--- src/design/smx_pkg.sv ---
// Shared types and codes for the stack machine execute unit.
`default_nettype none

package smx_pkg;

    // Opcode codes
    localparam logic [4:0] OP_PUSH     = 5'd0;
    localparam logic [4:0] OP_ADD      = 5'd1;
    localparam logic [4:0] OP_SUB      = 5'd2;
    localparam logic [4:0] OP_MUL      = 5'd3;
    localparam logic [4:0] OP_DIV      = 5'd4;
    localparam logic [4:0] OP_MOD      = 5'd5;
    localparam logic [4:0] OP_STORE    = 5'd6;
    localparam logic [4:0] OP_RETRIEVE = 5'd7;
    localparam logic [4:0] OP_OUTC     = 5'd8;
    localparam logic [4:0] OP_OUTN     = 5'd9;
    localparam logic [4:0] OP_INC      = 5'd10;
    localparam logic [4:0] OP_INNUM    = 5'd11;
    localparam logic [4:0] OP_MARK     = 5'd12;
    localparam logic [4:0] OP_CALL     = 5'd13;
    localparam logic [4:0] OP_JMP      = 5'd14;
    localparam logic [4:0] OP_JZ       = 5'd15;
    localparam logic [4:0] OP_JN       = 5'd16;
    localparam logic [4:0] OP_END      = 5'd17;

    // Status codes
    localparam logic [3:0] ST_OK          = 4'd0;
    localparam logic [3:0] ST_UNDERFLOW   = 4'd1;
    localparam logic [3:0] ST_OVERFLOW    = 4'd2;
    localparam logic [3:0] ST_ZERO_DIV    = 4'd3;
    localparam logic [3:0] ST_BAD_ADDR    = 4'd4;
    localparam logic [3:0] ST_UNDEF_LABEL = 4'd5;
    localparam logic [3:0] ST_LABELS_FULL = 4'd6;
    localparam logic [3:0] ST_CALL_OVF    = 4'd7;
    localparam logic [3:0] ST_EMPTY_RET   = 4'd8;
    localparam logic [3:0] ST_STACK_FULL  = 4'd9;
    localparam logic [3:0] ST_HALTED      = 4'd10;

    // Output kinds
    localparam logic [1:0] KIND_NONE = 2'd0;
    localparam logic [1:0] KIND_CHAR = 2'd1;
    localparam logic [1:0] KIND_NUM  = 2'd2;

    // Label table entry: key in the upper word, position below
    localparam int LAB_W = 48;

    typedef struct packed {
        logic [4:0]         opcode;
        logic signed [31:0] immediate;
        logic signed [31:0] label_id;
        logic [15:0]        next_position;
        logic               is_return;
    } item_t;

    typedef struct packed {
        logic [3:0]         status;
        logic [15:0]        new_position;
        logic [1:0]         out_kind;
        logic signed [31:0] out_value;
        logic               running;
    } result_t;

    typedef enum logic [2:0] {
        GRP_NOP,
        GRP_RET,
        GRP_PUSH,
        GRP_BIN,
        GRP_UN,
        GRP_MARK,
        GRP_FLOW,
        GRP_END
    } grp_t;

    typedef struct packed {
        grp_t  grp;
        item_t item;
    } cmd_t;

    typedef struct packed {
        logic valid;
        cmd_t cmd;
    } q_out_t;

    typedef struct packed {
        logic        start;
        logic [31:0] dividend;
        logic [31:0] divisor;
    } div_req_t;

    typedef struct packed {
        logic        done;
        logic [31:0] quotient;
        logic [31:0] remainder;
    } div_rsp_t;

    typedef enum logic [3:0] {
        S_CLEAR,
        S_IDLE,
        S_DISPATCH,
        S_RET_RD,
        S_SRCH_RD,
        S_SRCH_CMP,
        S_FLOW,
        S_RD_B,
        S_RD_A,
        S_EXEC,
        S_MUL_CHK,
        S_DIV_WAIT,
        S_HEAP_RD,
        S_DONE
    } state_t;

endpackage

`default_nettype wire

--- src/design/smx_front.sv ---
// Front end: takes instruction transfers, classifies them, queues them.
`default_nettype none

module smx_front
    import smx_pkg::*;
(
    input  wire logic  clk,
    input  wire logic  rst_n,
    input  wire logic  start,
    input  wire item_t item,
    input  wire logic  clearing,
    input  wire logic  pop,
    output logic       busy,
    output q_out_t     q_out
);

    cmd_t       ent_reg [2];
    cmd_t       ent_next [2];
    logic       wr_ptr_reg, wr_ptr_next;
    logic       rd_ptr_reg, rd_ptr_next;
    logic [1:0] cnt_reg, cnt_next;
    logic       push;
    grp_t       grp;

    // Classify the instruction
    always_comb
    begin
        if (item.is_return)
        begin
            grp = GRP_RET;
        end
        else if (item.opcode == OP_PUSH)
        begin
            grp = GRP_PUSH;
        end
        else if (item.opcode >= OP_ADD && item.opcode <= OP_STORE)
        begin
            grp = GRP_BIN;
        end
        else if (item.opcode >= OP_RETRIEVE && item.opcode <= OP_INNUM)
        begin
            grp = GRP_UN;
        end
        else if (item.opcode == OP_MARK)
        begin
            grp = GRP_MARK;
        end
        else if (item.opcode >= OP_CALL && item.opcode <= OP_JN)
        begin
            grp = GRP_FLOW;
        end
        else if (item.opcode == OP_END)
        begin
            grp = GRP_END;
        end
        else
        begin
            grp = GRP_NOP;
        end
    end

    assign busy = (cnt_reg == 2'd2) || clearing;
    assign push = start && !busy;

    // Advance the queue pointers
    always_comb
    begin
        ent_next[0] = ent_reg[0];
        ent_next[1] = ent_reg[1];
        wr_ptr_next = wr_ptr_reg;
        rd_ptr_next = rd_ptr_reg;
        cnt_next    = cnt_reg;
        if (push)
        begin
            ent_next[wr_ptr_reg] = '{grp: grp, item: item};
            wr_ptr_next          = !wr_ptr_reg;
        end
        if (pop)
        begin
            rd_ptr_next = !rd_ptr_reg;
        end
        cnt_next = cnt_reg + {1'b0, push} - {1'b0, pop};
    end

    always_ff @(posedge clk or negedge rst_n)
    begin
        if (!rst_n)
        begin
            wr_ptr_reg <= 1'b0;
            rd_ptr_reg <= 1'b0;
            cnt_reg    <= 2'd0;
        end
        else
        begin
            wr_ptr_reg <= wr_ptr_next;
            rd_ptr_reg <= rd_ptr_next;
            cnt_reg    <= cnt_next;
        end
    end

    always_ff @(posedge clk)
    begin
        ent_reg[0] <= ent_next[0];
        ent_reg[1] <= ent_next[1];
    end

    assign q_out.valid = (cnt_reg != 2'd0);
    assign q_out.cmd   = ent_reg[rd_ptr_reg];

endmodule

`default_nettype wire

--- config.mk ---
export PLATFORM = sky130hd
export DESIGN_NAME = smx_front
export DESIGN_NICKNAME = d
export VERILOG_FILES = /design/src/design/smx_pkg.sv /design/src/design/smx_front.sv
export SDC_FILE = /design/constraint.sdc
export NUM_CORES = 1
export LEC_CHECK = 0
export BUFFER_PORTS_ARGS = -buffer_cell sky130_fd_sc_hd__buf_2
export CAP_MARGIN = 20
export CORE_MARGIN = 2
export CORE_UTILIZATION = 50
export CTS_CLUSTER_SIZE = 25
export DETAILED_ROUTE_END_ITERATION = 7
export GPL_ROUTABILITY_DRIVEN = 0
export PLACE_DENSITY = 0.77
export SLEW_MARGIN = 10
export SYNTH_ARGS = -nofsm -noshare
export SYNTH_HDL_FRONTEND = slang
export SYNTH_SLANG_ARGS = --single-unit
export TNS_END_PERCENT = 30
--- constraint.sdc ---
create_clock -name clk -period 8.7 [get_ports clk]
set_clock_uncertainty 0.05 [all_clocks]
set_input_delay 1.74 -clock clk [delete_from_list [all_inputs] [get_ports clk]]
set_output_delay 1.74 -clock clk [all_outputs]
set_load 0.05 [all_outputs]
After elaboration in Yosys (flattened, before gate mapping) --
Memories as Yosys holds them, arrays and structs flattened. Cells that the tools add are included.
Word-level totals: memories kept 1, output and inout port bits 91, input bits 91, bits in registers 4, RAM bits 178, logic and storage cells 40
Cells by class: add/sub/neg operators 2, bitwise gates (word level) 1, equal/unequal tests 3, muxes and demuxes 11, order comparisons 8, reduce and logical (&&, ||, !) cells 11
Memories:
- ent_reg | depth 2, bits a word 89, read ports 3, clocked after Yosys merged registers in 0, wr ports 2, line smx_front.sv:17 | cmd_t ent_reg [2];
Operator list (count):
- bitwise mux 178 bit | 1
- two-way mux 178 bit | 1
- demux 89 bit (select 1 bit) | 1
- two-way mux 89 bit | 1
- two-way mux 3 bit | 7
- equality test 5 x 4 -> 1 bit, second input constant | 1
- equality test 5 bit, second input constant | 1
- >= comparator 5 x 1 -> 1 bit, second input constant | 1
- >= comparator 5 x 3 -> 1 bit, second input constant | 1
- >= comparator 5 x 4 -> 1 bit, second input constant | 1
- less-or-equal comparator 5 x 3 -> 1 bit, second input constant | 1
- less-or-equal comparator 5 x 4 -> 1 bit, second input constant | 1
- less-or-equal comparator 5 bit, second input constant | 1
- logical AND 1 bit | 5
- zero test 5 bit | 1
- zero test 1 bit | 3
- adder 2 x 1 -> 2 bit | 1
- equality test 2 bit, second input constant | 1
- >= comparator 2 bit, second input constant | 1
- < comparator 2 x 1 -> 1 bit, second input constant | 1
- NOT 1 -> 2 bit | 1
- nonzero test 2 bit | 1
- subtractor 2 x 1 -> 2 bit | 1
- logical OR 1 bit | 1

Depth between registers and ports, before layout --
depth in word-level cells 10, depth in mapped cells 7, mapped depth without buffers 7

Worst setup path after synthesis --
No wires, ideal clock.
path type input to register, from input clearing, to memory ent_reg[0][0] (netlist bit), enable pin, stages on the path 2, path buffers 0, data required time 8.112 ns, setup slack 2.417 ns, arrival time 5.696 ns, setup time 0.538 ns, cell sequence nand3b_1 > nor2_1
RTL lines:
- from (decl) | line smx_front.sv:11 | input wire logic clearing,
- to (decl) | line smx_front.sv:17

==> results.md <==
- Wire length per cell: 16.7 um
- Share of cells above drive strength 1: 0.440
- Status: finished, final reports clean
- Post-CTS setup buffers: 0
- Reg2Reg Setup Slack: 6.51 ns
- ANT nets after route: 0
- FF-to-FF path depth: 5
- Avg Inst Size Synth: around 22 um^2
- Setup crit start: rd_ptr_reg$_DFFE_PN0P_
- WP data arrival: between 2 and 3 ns
- Rel. slew slack: 0.543
- CTS tree: built
- Io pins: 182
- Yosys reg bits: around 180
- First-pass DRT Iterations: 5
- WS Path Type: flop to output port
- Number of distinct library cells after synthesis: 23
- Critical Path Sink Type: output port
- Min Tclk post-route: approximately 4.3 ns
- Initial Util: 0.509
- DR vias: around 3,400
- Worst setup margin: 4.39 ns
- WHS: about 0.46 ns
- TritonCTS Buffers: 17
- Max FO, Critical Path: 50
- WP data required: just under 7 ns
- Resize count post-CTS: 0
- Gr busiest metal: met2
- Total Routing Usage GR: 0.162
- Area growth syn-to-layout: 26.4%
- Die Wd: roughly 120 um
- PwrDens: around 350 nW/um^2
- Largest register FFs: between 150 and 200
- Sequential share of the synthesized area: 0.815
- Startpoint Class: flop
- Tightest Pin Transition: roughly 0.69 ns
- DP HPWL: ~7500 um
- R2r startpoint: cnt_reg[1]$_DFF_PN0_
- CTS Root Cell: clkbuf_16
- # setup viols final: 0
- Worst Hold Path Cells: 1
- Synthesized area: approximately 6700 um^2
- Fmax: ~230 MHz
- Synth Net Count: 401
- Worst VDD drop: about 0.22 mV
- Hold Vio Cnt, Final: 0
- Total Routed Length: 11,500 um
- CTS Hold Buffers Added: 0
- Final max-slew violation count: 0
- Final core utilization: 0.643
- Port Buf Inserts: 181
- Drc violations: 0
- Antenna violations before repair: 1
- First-pass GRT wire length: roughly 17,000 um
- Cells after synthesis: roughly 300
- H-tree depth: 4
- LEAKAGE: between 3 and 4 nW
- Met2 usage: 0.269
- Final net count: approximately 600
- Crit path to: q_out[16]
- Hold Crit Class: flop to flop
- R2R Path End: ent_reg[0][19]$_DFFE_PP_
- DR vias/cell: between 4 and 5
- Most common cell after layout, fill and taps aside: buf_2
- Die area: approximately 14,000 um^2
- Worst-path clk slew: ~0.060 ns
- Period utilization: 0.495
- DRT iter0 DRCs: around 170
- Largest net degree at the start of global routing: 56
- Clk_lat worst skew: between 0.4 and 0.5 ns
- Die H: roughly 120 um
- Grt total ovfl: 0
- Clock buffer depth: 2
- Clock Sink Count: approximately 180
- Max_cap viols: 0
- Core area: around 13,000 um^2
- GR Layer Usage met1: 0.185
- RSZ-0062 raised after global routing: false
- TNS Setup: 0 ns
- YS warnings: 0
- Met3 usage: 0.0646
- N_diodes: 0
- Vias in the first global route: 3,569
- Most frequent cells in the layout: 181 x buf_2, 178 x edfxtp_1, 80 x mux2_1, 17 x clkbuf_16, 9 x mux2_2
- DP Worst Slack: ~4.7 ns
- Rows: 42
==> critical path, stage by stage (launching register included) <==
cell and delay (ns):
dfrtp_4 0.78, buf_4 0.66, mux2_1 0.40, buf_2 0.22
==> synth_stat cells <==
| library cell | n | area, um^2 |
|---|---|---|
| a21oi_1 | 1 | 5.00 |
| and3_1 | 1 | 6.26 |
| and3b_1 | 1 | 8.76 |
| buf_2 | 9 | 45.0 |
| clkbuf_1 | 1 | 3.75 |
| dfrtp_1 | 4 | 100 |
| edfxtp_1 | 178 | 5350 |
| ha_1 | 2 | 25.0 |
| inv_1 | 2 | 7.51 |
| mux2_1 | 80 | 901 |
| mux2_2 | 9 | 101 |
| nand2b_1 | 2 | 12.5 |
| nand3b_1 | 2 | 15.0 |
| nor2_1 | 3 | 11.3 |
| nor4_1 | 1 | 6.26 |
| nor4b_1 | 2 | 17.5 |
| o211ai_1 | 1 | 7.51 |
| o21ai_0 | 2 | 10.0 |
| o21bai_1 | 1 | 7.51 |
| or2_2 | 1 | 6.26 |
| or4_1 | 1 | 7.51 |
| xnor2_1 | 3 | 26.3 |
| xor2_1 | 1 | 8.76 |
==> per-stage QoR <==
| step | power, W | area [um^2] | instances |
|---|---|---|---|
| finish | 0.00296 | 8450 | 692 |
| global route | 0.00306 | 8450 | 692 |
| CTS | 0.00299 | 8450 | 692 |
| detailed placement | 0.00223 | 7860 | 660 |
| global placement | 0.00221 | 7800 | 658 |
| floorplan | 0.00199 | 6690 | 308 |
==> cells by family (layout without fill, tap and decap cells) <==
| family | after synthesis | after routing | synth area share |
|---|---|---|---|
| fa+ha+maj | 2 | 2 | 0.00374 |
| simple gates | 14 | 14 | 0.0137 |
| xor+xnor | 4 | 4 | 0.00524 |
| mux | 89 | 89 | 0.150 |
| buf+inv | 12 | 220 | 0.00842 |
| compound gates | 5 | 5 | 0.00449 |
| flops | 182 | 182 | 0.815 |
==> routing by layer <==
metal,share of wire,up-vias
met5,0.00069,-
met3,0.080,18
li1,-,1616
met4,0.018,2
met2,0.50,123
met1,0.40,1688
==> layout make-up <==
type,count,area (um^2)
tap,176,220
multi-input combinational,114,1200
clock buffer,20,437
inverter,2,7.51
clock inverter,12,155
timing repair buffer,186,983
sequential,182,5450
fill,944,4690
==> worst min-delay path by stage <==
stage                         start                   end
2_1_floorplan  cnt_reg[1]$_DFF_PN0_  cnt_reg[1]$_DFF_PN0_
3_3_place_gp   cnt_reg[1]$_DFF_PN0_  cnt_reg[1]$_DFF_PN0_
3_5_place_dp   cnt_reg[1]$_DFF_PN0_  cnt_reg[1]$_DFF_PN0_
4_1_cts        cnt_reg[1]$_DFF_PN0_  cnt_reg[1]$_DFF_PN0_
5_1_grt        cnt_reg[1]$_DFF_PN0_  cnt_reg[1]$_DFF_PN0_
6_report       cnt_reg[1]$_DFF_PN0_  cnt_reg[1]$_DFF_PN0_
==> report_power, final <==
part	internal, W	total (W)	switching [W]
Sequential	0.00109	0.00115	0.0000631
Combinational	0.000268	0.00104	0.000776
Clock	0.000451	0.000757	0.000306
Total	0.00181	0.00296	0.00114
(Power assumes the default switching activity.)
